## config.mk

```make
export PLATFORM = sky130hd
export DESIGN_NAME = octree_adjacent_child_context_words
export DESIGN_NICKNAME = d
export VERILOG_FILES = /design/src/rtl/ocwd_pkg.sv /design/src/rtl/ocwd_prep.sv /design/src/rtl/ocwd_count.sv /design/src/rtl/ocwd_words.sv /design/src/rtl/octree_adjacent_child_context_words.sv
export SDC_FILE = /design/constraint.sdc
export NUM_CORES = 1
export LEC_CHECK = 0
export ABC_AREA = 1
export BUFFER_PORTS_ARGS = -buffer_cell sky130_fd_sc_hd__buf_2
export CORE_MARGIN = 2
export CORE_UTILIZATION = 50
export CTS_CLUSTER_SIZE = 28
export DETAILED_ROUTE_END_ITERATION = 6
export GPL_TIMING_DRIVEN = 0
export PLACE_DENSITY = 0.88
export SLEW_MARGIN = 20
export SYNTH_ARGS = -nofsm -noshare
export SYNTH_HDL_FRONTEND = slang
export SYNTH_SLANG_ARGS = --single-unit
export TNS_END_PERCENT = 20
```

## constraint.sdc

```tcl
create_clock -name clock -period 4.2 [get_ports clock]
set_input_delay 0.63 -clock clock [delete_from_list [all_inputs] [get_ports clock]]
set_output_delay 0.63 -clock clock [all_outputs]
set_load 0.03 [all_outputs]
```

## src/rtl/ocwd_pkg.sv

```systemverilog
// Package for the octree child context word pipeline: payload and stage types.
`timescale 1ns / 1ps
package ocwd_pkg;

   localparam int WordWidth    = 12;
   localparam int PatternWidth = 6;

   localparam logic [3:0] SelTriple = 4'b1000;
   localparam logic [3:0] SelLb     = 4'b0100;
   localparam logic [3:0] SelFb     = 4'b0101;
   localparam logic [3:0] SelLf     = 4'b0110;
   localparam logic [3:0] SelFront  = 4'b0001;
   localparam logic [3:0] SelBottom = 4'b0010;

   typedef struct packed {
      logic [5:0] neigh_pattern;
      logic [7:0] occ_left;
      logic [7:0] occ_front;
      logic [7:0] occ_bottom;
      logic [7:0] occ_left_bottom;
      logic [7:0] occ_front_bottom;
      logic [7:0] occ_left_front;
      logic       left_bottom_present;
      logic       front_bottom_present;
      logic       left_front_present;
   } req_type;

   typedef struct packed {
      logic [WordWidth-1:0] word0;
      logic [WordWidth-1:0] word1;
      logic [WordWidth-1:0] word2;
      logic [WordWidth-1:0] word3;
      logic [WordWidth-1:0] word4;
      logic [WordWidth-1:0] word5;
      logic [WordWidth-1:0] word6;
      logic [WordWidth-1:0] word7;
      logic [6:0]           sparse_mask;
   } rsp_type;

   // pattern, gated neighbour bytes, the halves that touch the node and edge bits
   typedef struct packed {
      logic [PatternWidth-1:0] np;
      logic [7:0]              fl;
      logic [7:0]              ff;
      logic [7:0]              fb;
      logic [3:0]              a_l;
      logic [3:0]              a_f;
      logic [3:0]              a_b;
      logic [7:0]              any_occ;
      logic [5:0]              edge_occ;
   } feat_type;

   typedef struct packed {
      feat_type   feat;
      logic       cnt_many;
      logic       cnt_some;
      logic [1:0] cnt_n;
   } cntd_type;

endpackage

```

## src/rtl/ocwd_prep.sv

```systemverilog
// First stage: gate neighbour bytes and extract adjacent halves and edge bits.
`timescale 1ns / 1ps
module ocwd_prep (
   input  ocwd_pkg::req_type  req_data,
   output ocwd_pkg::feat_type feat
);

   logic [7:0] fl;
   logic [7:0] ff;
   logic [7:0] fb;
   logic [7:0] e_lb;
   logic [7:0] e_fb;
   logic [7:0] e_lf;

   always_comb begin
      fl   = req_data.neigh_pattern[1] ? req_data.occ_left : 8'd0;
      ff   = req_data.neigh_pattern[2] ? req_data.occ_front : 8'd0;
      fb   = req_data.neigh_pattern[4] ? req_data.occ_bottom : 8'd0;
      e_lb = req_data.left_bottom_present ? req_data.occ_left_bottom : 8'd0;
      e_fb = req_data.front_bottom_present ? req_data.occ_front_bottom : 8'd0;
      e_lf = req_data.left_front_present ? req_data.occ_left_front : 8'd0;

      feat.np       = req_data.neigh_pattern;
      feat.fl       = fl;
      feat.ff       = ff;
      feat.fb       = fb;
      feat.a_l      = fl[7:4];
      feat.a_f      = {ff[7:6], ff[3:2]};
      feat.a_b      = {fb[7], fb[5], fb[3], fb[1]};
      feat.any_occ  = fl | ff | fb;
      feat.edge_occ = {e_lf[7:6], e_fb[7], e_fb[3], e_lb[7], e_lb[5]};
   end

endmodule

```

## src/rtl/ocwd_count.sv

```systemverilog
// Second stage: count occupied adjacent children and non-empty neighbour halves.
`timescale 1ns / 1ps
module ocwd_count (
   input  ocwd_pkg::feat_type feat,
   output ocwd_pkg::cntd_type cntd
);

   logic [3:0] cnt;
   logic [1:0] cnt_n;

   always_comb begin
      cnt = 4'd0;
      for (int i = 0; i < 4; i++) begin
         cnt = cnt + {3'd0, feat.a_l[i]} + {3'd0, feat.a_f[i]} + {3'd0, feat.a_b[i]};
      end
      cnt_n = {1'b0, |feat.a_l} + {1'b0, |feat.a_f} + {1'b0, |feat.a_b};

      cntd.feat     = feat;
      cntd.cnt_many = (cnt > 4'd1);
      cntd.cnt_some = (cnt != 4'd0);
      cntd.cnt_n    = cnt_n;
   end

endmodule

```

## src/rtl/ocwd_words.sv

```systemverilog
// Third stage: form the eight child context words and the sparse mask.
`timescale 1ns / 1ps
module ocwd_words (
   input  ocwd_pkg::cntd_type cntd,
   output ocwd_pkg::rsp_type  rsp
);

   ocwd_pkg::feat_type f;
   logic       nl;
   logic       nf;
   logic       nb;
   logic [2:0] n3;
   logic [1:0] n2;
   logic [2:0] lfb;
   logic [11:0] w0;
   logic [11:0] w1;
   logic [11:0] w2;
   logic [11:0] w3;
   logic [11:0] w4;
   logic [11:0] w5;
   logic [11:0] w6;
   logic [6:0]  sp;

   always_comb begin
      f   = cntd.feat;
      nl  = |f.a_l;
      nf  = |f.a_f;
      nb  = |f.a_b;
      n3  = {f.np[5], f.np[3], f.np[0]};
      n2  = n3[1:0];
      lfb = {f.np[4], f.np[2], f.np[1]};
      sp  = 7'd0;

      // child 0
      w0 = 12'd0;
      if (cntd.cnt_many) begin
         if (cntd.cnt_n == 2'd3) begin
            w0 = {ocwd_pkg::SelTriple, 8'd0}
               | {3'd0, f.a_b[2:0], f.a_f[2:0], f.a_l[2:0]};
         end else if (cntd.cnt_n == 2'd2) begin
            if (nl && nf) begin
               w0 = {ocwd_pkg::SelLf, f.a_f, f.a_l};
            end else if (nf && nb) begin
               w0 = {ocwd_pkg::SelFb, f.a_b, f.a_f};
            end else begin
               w0 = {ocwd_pkg::SelLb, f.a_b, f.a_l};
            end
         end else begin
            if (nb) begin
               w0 = {ocwd_pkg::SelBottom, f.a_b, f.edge_occ[5:4], 2'd0};
            end else if (nf) begin
               w0 = {ocwd_pkg::SelFront, f.a_f, f.edge_occ[1:0], 2'd0};
            end else if (nl) begin
               w0 = {4'd0, f.a_l, f.edge_occ[3:2], 2'd0};
            end
         end
      end else begin
         w0[6:4] = lfb;
         if (cntd.cnt_some) begin
            if (nb) begin
               w0[8:7] = 2'd3;
            end else if (nf) begin
               w0[8:7] = 2'd2;
            end else if (nl) begin
               w0[8:7] = 2'd1;
            end
         end
         if (lfb != 3'd0) begin
            if (f.any_occ[0]) begin
               w0[3:0] = {1'b1, f.fb[0], f.ff[0], f.fl[0]};
            end else begin
               w0[0] = f.fl[1] | f.ff[4] | f.fb[4];
               w0[1] = f.fl[2] | f.ff[1] | f.fb[2];
               w0[2] = ~|f.edge_occ;
            end
         end else begin
            w0[1] = ~|f.edge_occ[1:0];
            w0[2] = ~|f.edge_occ[3:2];
            w0[3] = ~|f.edge_occ[5:4];
         end
         sp[0] = 1'b1;
      end

      // child 1
      w1 = 12'd0;
      if (nl || nf) begin
         w1 = {1'b0, f.a_f, f.a_l, n3};
      end else begin
         w1[5] = n3[2];
         if (f.any_occ[1]) begin
            w1[4:1] = {1'b1, f.fb[1], f.ff[1], f.fl[1]};
         end else begin
            w1[1] = f.fl[0] | f.ff[0];
            w1[2] = f.fl[3] | f.ff[5];
            w1[3] = ~(f.edge_occ[0] | f.edge_occ[2] | f.edge_occ[4] | f.edge_occ[5]);
         end
         w1[0] = ~nb;
         sp[1] = 1'b1;
      end

      // child 2
      w2 = 12'd0;
      if (nl || nb) begin
         w2 = {2'd0, f.a_b, f.a_l, n2};
      end else begin
         w2[0] = ~nf;
         if (f.any_occ[2]) begin
            w2[4:1] = {1'b1, f.fl[2], f.fb[2], f.ff[2]};
         end else begin
            w2[3] = f.fl[0] | f.fb[0];
            w2[2] = f.fl[3] | f.fb[6];
            w2[1] = ~|f.edge_occ[1:0];
         end
         w2[5] = n2[1];
         sp[2] = 1'b1;
      end

      // child 3
      w3 = 12'd0;
      if (nl) begin
         w3 = {5'd0, f.a_l, n3};
      end else begin
         w3[0] = ~nf;
         w3[1] = ~nb;
         if (f.any_occ[3]) begin
            w3[5:2] = {1'b1, f.fb[3], f.ff[3], f.fl[3]};
         end else begin
            w3[4:3] = f.fl[2:1];
            w3[2]   = ~(f.edge_occ[1] | f.edge_occ[4] | f.edge_occ[5]);
         end
         w3[7:6] = n3[2:1];
         sp[3] = 1'b1;
      end

      // child 4
      w4 = 12'd0;
      if (nf || nb) begin
         w4 = {4'd0, f.a_b[3:2], f.a_b[0], f.a_f[3:2], f.a_f[0], n2};
      end else begin
         w4[0] = ~nl;
         if (f.any_occ[4]) begin
            w4[4:1] = {1'b1, f.ff[4], f.fb[4], f.fl[4]};
         end else begin
            w4[3] = f.ff[5] | f.fb[0];
            w4[2] = f.ff[6] | f.fb[6];
            w4[1] = ~|f.edge_occ[3:2];
         end
         w4[5] = n2[0];
         sp[4] = 1'b1;
      end

      // child 5
      w5 = 12'd0;
      if (nf) begin
         w5 = {6'd0, f.a_f[3:1], n3};
      end else begin
         w5[0] = ~nl;
         w5[1] = ~nb;
         w5[2] = ~|f.edge_occ[5:2];
         w5[3] = ~f.any_occ[5];
         w5[4] = n3[0];
         w5[5] = n3[2];
         sp[5] = 1'b1;
      end

      // child 6
      w6 = 12'd0;
      if (nb) begin
         w6 = {7'd0, f.a_b[3:1], 1'b0, n2[0]} | {10'd0, n2};
      end else begin
         w6[0]   = ~nl;
         w6[1]   = ~nf;
         w6[2]   = ~(f.edge_occ[1] | f.edge_occ[3]);
         w6[3]   = ~f.any_occ[6];
         w6[5:4] = n2;
         sp[6] = 1'b1;
      end

      rsp.word0       = w0;
      rsp.word1       = w1;
      rsp.word2       = w2;
      rsp.word3       = w3;
      rsp.word4       = w4;
      rsp.word5       = w5;
      rsp.word6       = w6;
      rsp.word7       = {9'd0, n3};
      rsp.sparse_mask = sp;
   end

endmodule

```

## src/rtl/octree_adjacent_child_context_words.sv

```systemverilog
// A start transfer passes through feat_ff, cntd_ff and rsp_ff, in that order, to the rsp_valid strobe.
// Throughput: one node per cycle; the three register stages never stall.
// busy is high only while reset is asserted; results cannot be held off.
// Synchronous active-high reset clears the stage valid bits; payload is not reset.
// Top level of the octree child context word pipeline.
`timescale 1ns / 1ps
module octree_adjacent_child_context_words (
   input  logic              clock,
   input  logic              reset,
   input  logic              start,
   output logic              busy,
   input  ocwd_pkg::req_type req_data,
   output logic              rsp_valid,
   output ocwd_pkg::rsp_type rsp_data
);

   ocwd_pkg::feat_type feat_in;
   ocwd_pkg::feat_type feat_ff;
   ocwd_pkg::cntd_type cntd_in;
   ocwd_pkg::cntd_type cntd_ff;
   ocwd_pkg::rsp_type  rsp_in;
   ocwd_pkg::rsp_type  rsp_ff;
   logic               v1_ff;
   logic               v2_ff;
   logic               v3_ff;
   logic               accept;

   assign busy   = reset;
   assign accept = start && !busy;

   ocwd_prep u_prep (
      .req_data (req_data),
      .feat     (feat_in)
   );

   ocwd_count u_count (
      .feat (feat_ff),
      .cntd (cntd_in)
   );

   ocwd_words u_words (
      .cntd (cntd_ff),
      .rsp  (rsp_in)
   );

   // advance every stage each cycle; valid bits travel with the data
   always_ff @(posedge clock) begin
      if (reset) begin
         v1_ff <= 1'b0;
         v2_ff <= 1'b0;
         v3_ff <= 1'b0;
      end else begin
         v1_ff <= accept;
         v2_ff <= v1_ff;
         v3_ff <= v2_ff;
      end
      feat_ff <= feat_in;
      cntd_ff <= cntd_in;
      rsp_ff  <= rsp_in;
   end

   assign rsp_valid = v3_ff;
   assign rsp_data  = rsp_ff;

`ifndef SYNTHESIS
   a_no_invented: assert property (@(posedge clock) disable iff (reset)
      rsp_valid |-> $past(accept, 3))
      else $error("result strobe without a matching start transfer");

   a_none_lost: assert property (@(posedge clock) disable iff (reset)
      v2_ff |=> rsp_valid)
      else $error("item in the count stage did not reach the output");

   a_sparse5_low_clear: assert property (@(posedge clock) disable iff (reset)
      rsp_valid && rsp_data.sparse_mask[5] |-> rsp_data.word5[11:6] == 6'd0)
      else $error("sparse word 5 has upper bits set");

   a_sparse6_low_clear: assert property (@(posedge clock) disable iff (reset)
      rsp_valid && rsp_data.sparse_mask[6] |-> rsp_data.word6[11:6] == 6'd0)
      else $error("sparse word 6 has upper bits set");
`endif

endmodule

```

-- Yosys cells after proc, flatten, opt, wreduce, memory -nomap -nowiden
Cells that the tools add are included.
- register bits: 191
- input bits: 60
- output and inout bits: 105
- word-level logic and storage cells: 152
- add/sub/neg operators: 13
- magnitude comparators: 1
- equal/unequal tests: 2
- muxes and demuxes: 40
- bitwise operators: 28
- reductions and logical operators: 26
- operator list (kind ; number):
    12-bit 2-to-1 mux ; 5
    4-bit by 1-bit adder with 4-bit output ; 10
    8-bit 2-to-1 mux ; 4
    6-bit 2-to-1 mux ; 5
    4-bit OR reduction ; 7
    3-bit 2-to-1 mux ; 6
    9-bit 2-to-1 mux ; 2
    1-bit OR ; 16
    1-bit 2-to-1 mux ; 14
    7-bit OR ; 2
    1-bit NOT ; 9
    2-bit OR reduction ; 4
    7-bit 2-to-1 mux ; 1
    1-bit logical NOT ; 6
    2-bit 2-to-1 mux ; 3
    6-bit OR reduction ; 1
    5-bit by 2-bit OR with 5-bit output ; 1
    1-bit by 1-bit adder with 2-bit output ; 2
    2-bit == test (second input constant) ; 2
    4-bit by 1-bit greater-than comparator with 1-bit output (second input constant) ; 1
    4-bit nonzero test ; 1
    1-bit logical AND ; 3
    1-bit logical OR ; 3
    3-bit nonzero test ; 1
    2-bit by 1-bit adder with 2-bit output ; 1

-- Depth between registers and ports, before layout
- depth after elaboration: 12
- mapped depth: 16
- gate-level depth less buffers: 16

-- Cells and area by module
From an unflattened synthesis, not the netlist that was laid out.
- cell total of the unflattened synthesis: 691
- area total of the unflattened synthesis: 7159.4 um^2
- by module, submodules not included (module ; times used ; cells an instance ; area an instance (um^2) ; sequential area each (um^2)):
    octree_adjacent_child_context_words ; 1 ; 229 ; 4474.3 ; 4444.3
    ocwd_words ; 1 ; 266 ; 1453.9 ; 0.0
    ocwd_count ; 1 ; 107 ; 797.0 ; 0.0
    ocwd_prep ; 1 ; 89 ; 434.2 ; 0.0

-- Least setup slack after synthesis
OpenSTA, ideal clock, no wires.
- kind: reg2reg
- start: register, netlist name feat_ff[36]
- end: register cntd_ff[2] (netlist bit)
- library setup time: 0.123 ns
- arrival: 3.258 ns
- required time: 4.077 ns
- path slack: 0.818 ns
- cell stages (with the launch flop): 17
- path buffers: 0
- clock period less this slack: 3.382 ns
- cell sequence: dfxtp_1 > ha_1 > inv_1 > fa_1 > inv_1 > fa_1 > inv_1 > fa_1 > inv_1 > fa_1 > inv_1 > fa_1 > nor2_1 > nand2_1 > nand2_1 > o2111ai_1 > or2_2
- RTL lines (what ; line ; source):
    end signal: assignment ; octree_adjacent_child_context_words.sv:58 ; cntd_ff <= cntd_in;
    end: declaration ; octree_adjacent_child_context_words.sv:20 ; ocwd_pkg::cntd_type cntd_ff;

==> impl_results.md <==
- Average wire per standard cell: ~14 microns
- Synth top area cells: dfxtp_1 (61%), nand2_1 (5.8%), inv_1 (5.5%), buf_4 (4.6%), o21ai_0 (3.1%)
- Total non-filler cell area in the finished layout: about 6800 sq um
- Sequential cell area: 3283 sq um
- Overall die width: 107.5 microns
- Biggest area consumer among synthesized cells: dfxtp_1
- Antenna Violating Nets Remaining: 0
- Launch point of the critical path: feat_ff[22]
- GR Util All Layers: 0.2227
- Initial cell density of the core: 0.5169
- Yosys cell types: 40
- Mean area per synthesized cell: around 10 sq um
- Ys flop type: dfxtp_1
- Detailed Route WL: roughly 12000 microns
- Ys async rst share: 0
- Number of max-slew violations in the final report: 0
- Area of placed instances: 6217 sq um
- Die height: 107.5 microns
- Overflow after GRT: 0
- # Post-CTS Setup Buffers: 0
- Worst setup slack after placement: ~580 ps
- Number of max-cap violations: 0
- VDD IR-drop max: about 0.34 mV
- DR vias: around 4000
- Root Buffer: clkbuf_8
- Length of the first detailed-routing pass in iterations: 5
- Mapped cell area: 5360 sq um
- Required time of the worst setup path: approximately 4600 ps
- F_max: 266.4 MHz
- Number of synthesized flops with an enable pin: 0
- Number of rows created at floorplan: 37
- Register-to-register setup slack: between 400 and 500 ps
- Cell total after placement: 832
- Final count of hold timing violations: 0
- # fillers: a little over 800
- Clock Tree Buf Depth: 2
- Multi-input combinational cell area: ~1500 sq um
- Antenna violations before repair: 0
- Unrepaired setup endpoints after global routing: no
- Area inside the core boundary: 10370 sq um
- Final core utilization: 0.6531
- Flops & latches, synth: roughly 160
- Startpoint of the lowest-slack register-to-register path: feat_ff[22]
- Period utilisation layout: 0.8937
- Clock Sinks: approximately 160
- Most repeated cell in the gate-level netlist after synthesis: dfxtp_1
- Warning count from the yosys run: 0
- Transition time at the pin with the least slew margin: 666.7 ps
- Final net count: between 700 and 800
- Number of H-tree levels: 4
- Total Die Area: between 10000 and 15000 sq um
- Detailed-route DRC error count: 0
- Crit-path max FO: 3
- Layout overhead on the synthesized area: 26.35%
- Worst skew pair latency: ~520 ps
- Overall Power: just under 4 mW
- Number of gates given a new drive strength after cts: 0
- Endpoint class of the critical path: register
- Number of buffers created by CTS: 17
- Post-route worst setup slack: 446.3 ps
- Maximum number of pins on one net before global-route repair: 18
- Destination of the worst register-to-register timing path: cntd_ff[2]
- Hold buffer count at CTS: 0
- Clock transition at the registers of the reported paths: roughly 70 ps
- Setup skew after layout: approximately 12 ps
- Lkg Pwr: 3.536 nW
- Register area share after synthesis: 0.6125
- Number of port buffers: 114
- Cell count after synthesis: between 500 and 600
- Detailed placer's ending HPWL: just under 9000 microns
- First-iteration detailed-routing DRC count: approximately 270
- Vias in the first global route: approximately 4100
- Worst-case hold slack: ~200 ps
- Top cell types by occurrence after synthesis: dfxtp_1 (164), nand2_1 (83), inv_1 (78)
- Worst r2r path cells: 16
- Data arrival time of the critical path: 4160 ps
- Min Tclk post-route: between 3000 and 4000 ps
- Status: finished clean
- Number of standard cells in the final layout excluding fillers: between 800 and 900
- Number of diodes added for antenna fixing: 0
- Destination of the critical timing path: cntd_ff[2]
- Share of layout cells above drive strength 1: 0.2967
- Routability congestion estimate: between 0.9 and 1
- Finish-stage setup viols: 0
- Area fraction of the dominant cell type after synthesis: 0.6125
- Clock tree from TritonCTS: yes
- I/O pin cnt: between 150 and 200
- Relative slew slack: 0.5521
- Via density: approximately 4.7
- Element type at the critical path start: register
- Power per unit of standard cell area: approximately 590 nW/um^2
- Type of the setup path with the least slack: register to register
- Class of the tightest hold or removal check: input port to register
- Accumulated negative setup slack: 0 ps
- First-pass GRT wire length: between 15000 and 20000 microns
==> layout make-up <==
class / count / area share
Clock inverter: 14 / 0.02032
Inverter: 91 / 0.05136
Timing Repair Buffer: 114 / 0.08424
Sequential cell: 164 / 0.4848
Tap cell: 136 / 0.02512
Multi-Input combinational cell: 277 / 0.2241
Buffer: 50 / 0.04840
Clock buffer: 18 / 0.06170
==> registers in the layout, summed over array words and instances (netlist names) <==
| register | flops |
|---|---|
| rsp_data | 71 |
| feat_ff | 43 |
| cntd_ff | 47 |
| rsp_valid | 1 |
| v1_ff | 1 |
| v2_ff | 1 |
==> cell usage in the layout (no fill, tap or decap), types with 4 or more instances in the layout <==
master and instances:
inv_1 78, nand2_2 4, inv_2 10, nor2_1 23, o21ai_1 10, buf_2 115
dfxtp_1 164, o21ai_0 33, nand3_1 24, conb_1 32, o21ai_2 4, nor2_2 4
clkbuf_16 16, ha_1 4, inv_8 4, inv_6 4, fa_1 8, o31ai_1 5
buf_4 33, nor3_1 5, a21oi_1 8, clkbuf_1 15, nand2_1 83
==> worst min path at each step <==
stage | from | end | slack, ps | cells past startpoint
2_1_floorplan | feat_ff[6] | cntd_ff[10] | 310 | 0
3_3_place_gp | feat_ff[44] | cntd_ff[48] | 310 | 0
3_5_place_dp | feat_ff[6] | cntd_ff[10] | 310 | 0
4_1_cts | req_data[56] | feat_ff[55] | 190 | 1
5_1_grt | req_data[56] | feat_ff[55] | 180 | 1
6_report | req_data[56] | feat_ff[55] | 200 | 1
==> kinds of logic after synthesis <==
kind of cell,count (synthesis),synth area share
buffers and inverters,141,0.1260
DFF,164,0.6125
other,1,0.0006996
and+or+nand+nor,157,0.1387
adders and majority gates,12,0.03922
AOI/OAI and AO/OA,76,0.08287
==> metal layers <==
layer  routed length, microns  global-route usage  vias to the layer above
met5                        0                   0                        -
met4                      187             0.07418                        0
met3                     1232             0.06840                       26
met2                     6107              0.3989                      225
met1                     4850              0.2504                     1836
li1                         -                   -                     1989
==> worst max-delay path, stage by stage, from the launching register on <==
cell	delay, ps
dfxtp_1	350
ha_1	290
inv_1	50
fa_1	470
inv_1	50
fa_1	500
inv_1	50
fa_1	430
inv_1	90
fa_1	200
inv_1	60
fa_1	390
nor2_1	120
nand2_1	70
nand2_1	70
o2111ai_1	140
or2_2	310
==> power breakdown <==
part | switching (mW) | leakage, nW | internal, mW
clock | 0.668 | 0.267 | 0.757
sequential | 0.0763 | 1.37 | 1.72
combinational | 0.531 | 1.90 | 0.229
Note: power is estimated with default switching activity, not from simulation.
